$ cat src/rtl/signed_decimal_seven_segment_driver_top_defines.svh
// assertion macros for the signed decimal seven-segment driver
// used by the top level only; expects clk and arst_n in scope
`ifndef SIGNED_DECIMAL_SEVEN_SEGMENT_DRIVER_TOP_DEFINES_SVH
`define SIGNED_DECIMAL_SEVEN_SEGMENT_DRIVER_TOP_DEFINES_SVH
`ifndef ASSERT_OFF
`define SDSEG_ASSERT_NEVER(lbl, cond) \
	lbl: assert property (@(posedge clk) disable iff (!arst_n) !(cond)) \
		else $error("sdsegdrv check failed");
`define SDSEG_ASSERT_IMP(lbl, ante, cons) \
	lbl: assert property (@(posedge clk) disable iff (!arst_n) (ante) |-> (cons)) \
		else $error("sdsegdrv check failed");
`define SDSEG_ASSERT_NEXT(lbl, ante, cons) \
	lbl: assert property (@(posedge clk) disable iff (!arst_n) (ante) |=> (cons)) \
		else $error("sdsegdrv check failed");
`else
`define SDSEG_ASSERT_NEVER(lbl, cond)
`define SDSEG_ASSERT_IMP(lbl, ante, cons)
`define SDSEG_ASSERT_NEXT(lbl, ante, cons)
`endif
`endif

$ cat src/rtl/sdsegdrv_pkg.sv
// shared types and constants for the signed decimal seven-segment driver
// no dependencies
package sdsegdrv_pkg;

	localparam int unsigned VALUE_W = 16;
	localparam int unsigned SEG_W   = 7;
	localparam int unsigned POS_W   = 2;
	localparam int unsigned TDATA_W = 16;

	// reciprocal of ten, exact for 16-bit dividends with a 19-bit shift
	localparam logic [15:0] RECIP_10 = 16'hCCCD;
	localparam int unsigned RECIP_SHIFT = 19;

	localparam logic [SEG_W-1:0] SEG_MINUS = 7'h40;
	localparam logic [SEG_W-1:0] SEG_ALL   = 7'h7F;

	typedef struct packed {
		logic                negative;
		logic [VALUE_W-1:0] mag;
	} item_t;

	typedef struct packed {
		logic full;
		logic empty;
	} qstat_t;

	function automatic logic [SEG_W-1:0] digit_glyph(input logic [3:0] d);
		logic [SEG_W-1:0] g;
		unique case (d)
			4'd0: g = 7'h3F;
			4'd1: g = 7'h06;
			4'd2: g = 7'h5B;
			4'd3: g = 7'h4F;
			4'd4: g = 7'h66;
			4'd5: g = 7'h6D;
			4'd6: g = 7'h7D;
			4'd7: g = 7'h07;
			4'd8: g = 7'h7F;
			4'd9: g = 7'h6F;
			default: g = '0;
		endcase
		return g;
	endfunction

endpackage

$ cat src/rtl/signed_decimal_seven_segment_driver_top.sv
// top level of the signed decimal seven-segment scan driver
// depends on sdsegdrv_pkg, sdsegdrv_front, sdsegdrv_queue, sdsegdrv_back
//
// channel   dir  fields (low bit first)
// s_*       in   tdata: display_value[15:0]
// m_*       out  tdata: digit_position[1:0], segment_levels[8:2]; tlast: last_digit
// cfg_*     in   cfg_wdata: common_anode
//
// each value gives NUM_DIGITS results, one per cycle from the digit sequencer while
// the output is not stalled; the divide-by-ten step sets this pace.
// an input value passes the queue, the sequencer and the output register in turn.
// reset clears the queue, the sequencer and common_anode; no clearing pass.
// the two-entry queue lets input transfers continue while the output stalls.
`include "signed_decimal_seven_segment_driver_top_defines.svh"
module signed_decimal_seven_segment_driver_top
	import sdsegdrv_pkg::*;
#(
	parameter int NUM_DIGITS = 4
) (
	input  logic               clk,
	input  logic               arst_n,
	input  logic               cfg_we,
	input  logic               cfg_wdata,  // common_anode
	input  logic               s_tvalid,
	output logic               s_tready,
	input  logic [VALUE_W-1:0] s_tdata,    // display_value[15:0]
	output logic               m_tvalid,
	input  logic               m_tready,
	output logic [TDATA_W-1:0] m_tdata,    // digit_position[1:0], segment_levels[8:2]
	output logic               m_tlast     // last_digit
);

	logic   common_anode_q;
	qstat_t qstat;
	logic   push;
	item_t  push_item;
	logic   pop;
	item_t  pop_item;

	logic [POS_W-1:0] m_pos;
	logic             m_mid_xfer;

	always_ff @(posedge clk or negedge arst_n) begin
		if (!arst_n)
			common_anode_q <= 1'b0;
		else if (cfg_we)
			common_anode_q <= cfg_wdata;
	end

	sdsegdrv_front u_front (
		.s_tvalid  (s_tvalid),
		.s_tready  (s_tready),
		.s_tdata   (s_tdata),
		.qstat     (qstat),
		.push      (push),
		.push_item (push_item)
	);

	sdsegdrv_queue u_queue (
		.clk       (clk),
		.arst_n    (arst_n),
		.push      (push),
		.push_item (push_item),
		.pop       (pop),
		.pop_item  (pop_item),
		.qstat     (qstat)
	);

	sdsegdrv_back #(
		.NUM_DIGITS (NUM_DIGITS)
	) u_back (
		.clk          (clk),
		.arst_n       (arst_n),
		.common_anode (common_anode_q),
		.qstat        (qstat),
		.pop_item     (pop_item),
		.pop          (pop),
		.m_tvalid     (m_tvalid),
		.m_tready     (m_tready),
		.m_tdata      (m_tdata),
		.m_tlast      (m_tlast)
	);

	// result transfer that is not the end of a scan
	assign m_pos      = m_tdata[POS_W-1:0];
	assign m_mid_xfer = m_tvalid && m_tready && !m_tlast;

	`SDSEG_ASSERT_NEVER(a_no_overflow, push && qstat.full)
	`SDSEG_ASSERT_NEVER(a_no_underflow, pop && qstat.empty)
	`SDSEG_ASSERT_IMP(a_last_position, m_tvalid && m_tlast, m_pos == 2'((NUM_DIGITS - 1) % 4))
	`SDSEG_ASSERT_NEXT(a_scan_advances, m_mid_xfer, !m_tvalid || m_pos == $past(m_pos) + 2'd1)

endmodule

$ cat src/rtl/sdsegdrv_front.sv
// front end: accepts input values and splits them into sign and magnitude
// depends on sdsegdrv_pkg
module sdsegdrv_front
	import sdsegdrv_pkg::*;
(
	input  logic               s_tvalid,
	output logic               s_tready,
	input  logic [VALUE_W-1:0] s_tdata,
	input  qstat_t             qstat,
	output logic               push,
	output item_t              push_item
);

	logic negative;

	assign negative = s_tdata[VALUE_W-1];
	assign s_tready = !qstat.full;
	assign push     = s_tvalid && s_tready;

	// two's complement negate; the most negative value maps to 0x8000
	assign push_item.negative = negative;
	assign push_item.mag      = negative ? (~s_tdata + VALUE_W'(1)) : s_tdata;

endmodule

$ cat src/rtl/sdsegdrv_queue.sv
// two-entry queue between the front end and the digit sequencer
// depends on sdsegdrv_pkg
module sdsegdrv_queue
	import sdsegdrv_pkg::*;
(
	input  logic   clk,
	input  logic   arst_n,
	input  logic   push,
	input  item_t  push_item,
	input  logic   pop,
	output item_t  pop_item,
	output qstat_t qstat
);

	item_t       mem_q [2];
	logic        wr_ptr_q;
	logic        rd_ptr_q;
	logic [1:0]  count_q;

	assign qstat.full  = (count_q == 2'd2);
	assign qstat.empty = (count_q == 2'd0);
	assign pop_item    = mem_q[rd_ptr_q];

	always_ff @(posedge clk or negedge arst_n) begin
		if (!arst_n) begin
			wr_ptr_q <= 1'b0;
			rd_ptr_q <= 1'b0;
			count_q  <= 2'd0;
		end else begin
			if (push)
				wr_ptr_q <= !wr_ptr_q;
			if (pop)
				rd_ptr_q <= !rd_ptr_q;
			if (push && !pop)
				count_q <= count_q + 2'd1;
			else if (pop && !push)
				count_q <= count_q - 2'd1;
		end
	end

	always_ff @(posedge clk) begin
		if (push)
			mem_q[wr_ptr_q] <= push_item;
	end

endmodule

$ cat src/rtl/sdsegdrv_back.sv
// back end: peels one decimal digit per cycle while the output is not stalled and drives the output register
// depends on sdsegdrv_pkg
module sdsegdrv_back
	import sdsegdrv_pkg::*;
#(
	parameter int NUM_DIGITS = 4
) (
	input  logic               clk,
	input  logic               arst_n,
	input  logic               common_anode,
	input  qstat_t             qstat,
	input  item_t              pop_item,
	output logic               pop,
	output logic               m_tvalid,
	input  logic               m_tready,
	output logic [TDATA_W-1:0] m_tdata,
	output logic               m_tlast
);

	localparam int PW = ($clog2(NUM_DIGITS) < 2) ? 2 : $clog2(NUM_DIGITS);
	localparam logic [PW-1:0] LAST_POS = PW'(NUM_DIGITS - 1);

	logic               cur_valid_q;
	logic [VALUE_W-1:0] mag_q;
	logic               neg_q;
	logic [PW-1:0]      pos_q;

	logic               out_valid_q;
	logic [POS_W-1:0]   out_pos_q;
	logic [SEG_W-1:0]   out_seg_q;
	logic               out_last_q;

	logic               advance;
	logic               emit;
	logic               is_last;
	logic [31:0]        prod;
	logic [VALUE_W-1:0] quot;
	logic [VALUE_W-1:0] diff;
	logic [SEG_W-1:0]   seg_raw;

	assign advance = !out_valid_q || m_tready;
	assign emit    = cur_valid_q && advance;
	assign is_last = (pos_q == LAST_POS);
	assign pop     = !qstat.empty && (!cur_valid_q || (emit && is_last));

	// divide by ten via reciprocal, remainder by shift-add
	assign prod = 32'(mag_q) * 32'(RECIP_10);
	assign quot = VALUE_W'(prod >> RECIP_SHIFT);
	assign diff = mag_q - (quot << 3) - (quot << 1);

	always_comb begin
		if (is_last && neg_q)
			seg_raw = SEG_MINUS;
		else
			seg_raw = digit_glyph(diff[3:0]);
	end

	always_ff @(posedge clk or negedge arst_n) begin
		if (!arst_n) begin
			cur_valid_q <= 1'b0;
			out_valid_q <= 1'b0;
		end else begin
			if (pop)
				cur_valid_q <= 1'b1;
			else if (emit && is_last)
				cur_valid_q <= 1'b0;
			if (advance)
				out_valid_q <= cur_valid_q;
		end
	end

	always_ff @(posedge clk) begin
		if (pop) begin
			mag_q <= pop_item.mag;
			neg_q <= pop_item.negative;
			pos_q <= '0;
		end else if (emit) begin
			mag_q <= quot;
			pos_q <= pos_q + PW'(1);
		end
		if (emit) begin
			out_pos_q  <= pos_q[POS_W-1:0];
			out_seg_q  <= common_anode ? (seg_raw ^ SEG_ALL) : seg_raw;
			out_last_q <= is_last;
		end
	end

	assign m_tvalid = out_valid_q;
	assign m_tlast  = out_last_q;
	assign m_tdata  = {{(TDATA_W - POS_W - SEG_W){1'b0}}, out_seg_q, out_pos_q};

endmodule

$ cat config.mk
export PLATFORM = sky130hd
export DESIGN_NAME = signed_decimal_seven_segment_driver_top
export DESIGN_NICKNAME = d
export VERILOG_FILES = /design/src/rtl/sdsegdrv_pkg.sv /design/src/rtl/signed_decimal_seven_segment_driver_top.sv /design/src/rtl/sdsegdrv_front.sv /design/src/rtl/sdsegdrv_queue.sv /design/src/rtl/sdsegdrv_back.sv
export VERILOG_INCLUDE_DIRS = /design/src /design/src/rtl
export SDC_FILE = /design/constraint.sdc
export NUM_CORES = 1
export LEC_CHECK = 0
export BUFFER_PORTS_ARGS = -buffer_cell sky130_fd_sc_hd__buf_4
export CORE_UTILIZATION = 45
export CTS_CLUSTER_SIZE = 16
export DETAILED_ROUTE_END_ITERATION = 8
export GPL_ROUTABILITY_DRIVEN = 0
export GPL_TIMING_DRIVEN = 0
export PLACE_DENSITY_LB_ADDON = 0.25
export SLEW_MARGIN = 20
export SYNTH_ARGS = -nofsm -noshare
export SYNTH_HDL_FRONTEND = slang
export SYNTH_HIERARCHICAL = 1
export SYNTH_SLANG_ARGS = --single-unit
$ cat constraint.sdc
create_clock -name clk -period 7.7 [get_ports clk]
set_input_delay 0.77 -clock clk [delete_from_list [all_inputs] [get_ports clk]]
set_output_delay 0.77 -clock clk [all_outputs]
set_load 0.02 [all_outputs]
==> run summary <==
run status: finished clean
setup violators final: 0
Yosys cell types: 58
ANT cells: 0
DR vias/cell: 4.91
Crit Path Category: flip-flop to flip-flop
fin crit period: 7.38 ns
Worst Setup Start Kind: flip-flop
Ys Warns: 6
antenna violations before repair: 0
r2r setup slk: 0.32 ns
critical path required time: 7.77 ns
synth cell count leaders: inv_1 (184), ha_1 (141), fa_1 (80), edfxtp_1 (61), nand2_1 (34)
Die Ht: 135 um
# fillers: 1531
GRT overflow: 0
final std cells w/o fill: 1029
CTS tree: done
worst r2r src: u_back/mag_q[7]$_DFFE_PP_
HP Class: input pin to asynchronous set/reset pin
vias in the first global route: 5412
area occupied by multi-input gates: 0.00517 mm^2
sequential fraction of the synthesis area: 25.6%
final wirelength: 15.3 mm
Worst slew margin: 48.2%
syn_area_per_cell: 10.9 um^2
worst reg2reg path endpoint: u_back/out_seg_q[0]$_DFFE_PP_
CP Launch Point: u_back/mag_q[7]$_DFFE_PP_
CTS Buf Count: 9
area fraction of the dominant cell type after synthesis: 22.9%
Die Wd: 135 um
clk buf depth: 2
GRT Overall Usage: 18.1%
worst r2r path cells: 26
Starting Density: 46.1%
crit share post-route: 95.9%
max cap viols: 0
share of post-route cells with drive strength above 1: 14.9%
Primary FF master, synth: edfxtp_1
Worst EP arrival: 7.46 ns
Placed Cells: 1001
nets: 1042
asr flop ratio synth: 10.0%
setup ws final: 0.315 ns
largest net degree at the start of global routing: 18
Initial DRT Pass Iterations: 5
Reg area: 0.00205 mm^2
DP Worst Slack: 0.0730 ns
Post-Syn Instances: 736
FF+latch count, synth: 70
DR DRC count: 0
final hold viol count: 0
worst-margin pin slew: 0.777 ns
Die ar.: 0.0183 mm^2
worst-skew pair later-pin latency: 0.33 ns
Initial DRC Count: 266
cell with the most instances after synthesis: inv_1
Slew Limit Fails: 0
IO buf count: 33
Clock Pin Slew Worst Setup and Hold Paths: 0.06 ns
Peak Freq: 135 MHz
row cnt: 48
Layout area overhead: 12.5%
drt wl/cell: 14.9 um
Yosys top cell by area: edfxtp_1
Util after Layout: 51.9%
Clock Skew: 0.00573 ns
Setup crit end kind: flip-flop
DP HPWL: 13.1 mm
first-pass GRT wire length: 25.7 mm
clock sinks: 70
Core Region: 0.0174 mm^2
routed via count: 5048
Synth area leaders: edfxtp_1 (23%), ha_1 (22%), fa_1 (20%)
EDFF count, synth: 61
Synth Cell Area: 0.00801 mm^2
io pins: 41
end point of the critical path: u_back/out_seg_q[0]$_DFFE_PP_
CTS H-Tree Depth: 3
antenna viol nets, final: 0
CTS root buf: clkbuf_16
Crit Path Max Fanout: 8
==> logic make-up after synthesis <==
logic type / synth area share, %
compound gates: 6.77
xor+xnor: 5.55
fa+ha+maj: 42.0
buf+inv: 10.7
flops: 25.6
mux: 3.55
other cells: 0.0468
simple gates: 5.80
==> final cells by class <==
cell class                 instances  area share, %
timing repair buffer              46           3.92
buffer                            24           1.83
clock buffer                      13           3.14
multi-input combinational        464           57.3
tap                              225           3.13
inverter                         184           7.67
clock inverter                     3          0.250
sequential                        70           22.7
==> placed cells by master (no fill, tap or decap), types with 6 or more instances in the layout <==
cell	Yosys	layout
mux2_4	10	10
edfxtp_1	61	61
o21ai_0	19	19
nand2_1	34	34
xnor2_1	33	33
nor2_1	12	12
ha_1	141	140
xor2_1	15	15
buf_4	9	54
inv_1	184	184
fa_1	80	80
clkbuf_1	8	10
a21oi_1	17	15
mux2_2	11	11
conb_1	1	7
and2_1	6	6
dfrtp_1	7	7
clkbuf_16	0	11
==> repair_timing <==
item	4_1_cts	5_1_grt
pin swaps	0	2
buffers inserted	0	12
setup endpoints to repair	6	7
hold buffers	0	0
gates resized for setup	1	6
==> stage by stage <==
step | TNS (ns) | hold slack, ns | cell area, um^2
after floorplan | 0 | 0.434 | 8030
after global placement | 0 | 0.445 | 8560
after detailed placement | 0 | 0.456 | 8580
after CTS | 0 | 0.237 | 8880
after global routing | -0.000954 | 0.242 | 9010
final | 0 | 0.239 | 9010
==> metal layers <==
metal  up-vias  global-route usage (%)  part of all wire [%]
li1       2506                       -                     -
met1      2449                    22.8                    45
met2        82                    32.8                    51
met3        11                    1.83                   2.3
met4         0                    5.18                  0.97
met5         -                       0                     0
==> state kept, by name (all words and copies together) (netlist names), 2 cells and up <==
name              count
u_back/mag_q         16
u_back/out_pos_q      2
u_back/pos_q          2
u_queue/mem_q        34
u_queue/count_q       2
u_back/out_seg_q      7
==> how the worst min path moves through the flow <==
| stage | slack (ns) | start | to | cells past startpoint |
|---|---|---|---|---|
| after global placement | 0.45 | u_back/pos_q[1]$_SDFFE_PP0P_ | u_back/out_pos_q[1]$_DFFE_PP_ | 0 |
| after CTS | 0.24 | arst_n | u_back/m_tvalid$_DFFE_PN0P_ | 1 |
| after global routing | 0.24 | arst_n | u_back/m_tvalid$_DFFE_PN0P_ | 1 |
| after floorplan | 0.43 | u_back/pos_q[1]$_SDFFE_PP0P_ | u_back/out_pos_q[1]$_DFFE_PP_ | 0 |
| final | 0.24 | arst_n | u_back/m_tvalid$_DFFE_PN0P_ | 1 |
| after detailed placement | 0.46 | u_back/pos_q[1]$_SDFFE_PP0P_ | u_back/out_pos_q[1]$_DFFE_PP_ | 0 |
==> critical path, stage by stage (launching register included) <==
cell and delay, ns:
edfxtp_1 0.50, ha_1 0.38, inv_1 0.11, fa_1 0.55
inv_1 0.06, fa_1 0.50, fa_1 0.53, fa_1 0.57
inv_1 0.06, fa_1 0.53, inv_1 0.05, ha_1 0.31
nand4_1 0.16, nor2_4 0.08, a21oi_4 0.24, nand3_1 0.18
a21oi_2 0.21, inv_1 0.05, a21oi_1 0.17, xnor2_1 0.16
ha_1 0.32, a221oi_1 0.34, o211ai_1 0.17, xnor3_2 0.34
a211oi_1 0.28, o21ai_1 0.11, xnor2_1 0.13
Power is not shown: default switching activity piles up to over one toggle a cycle in this logic, so the estimate is an artifact.
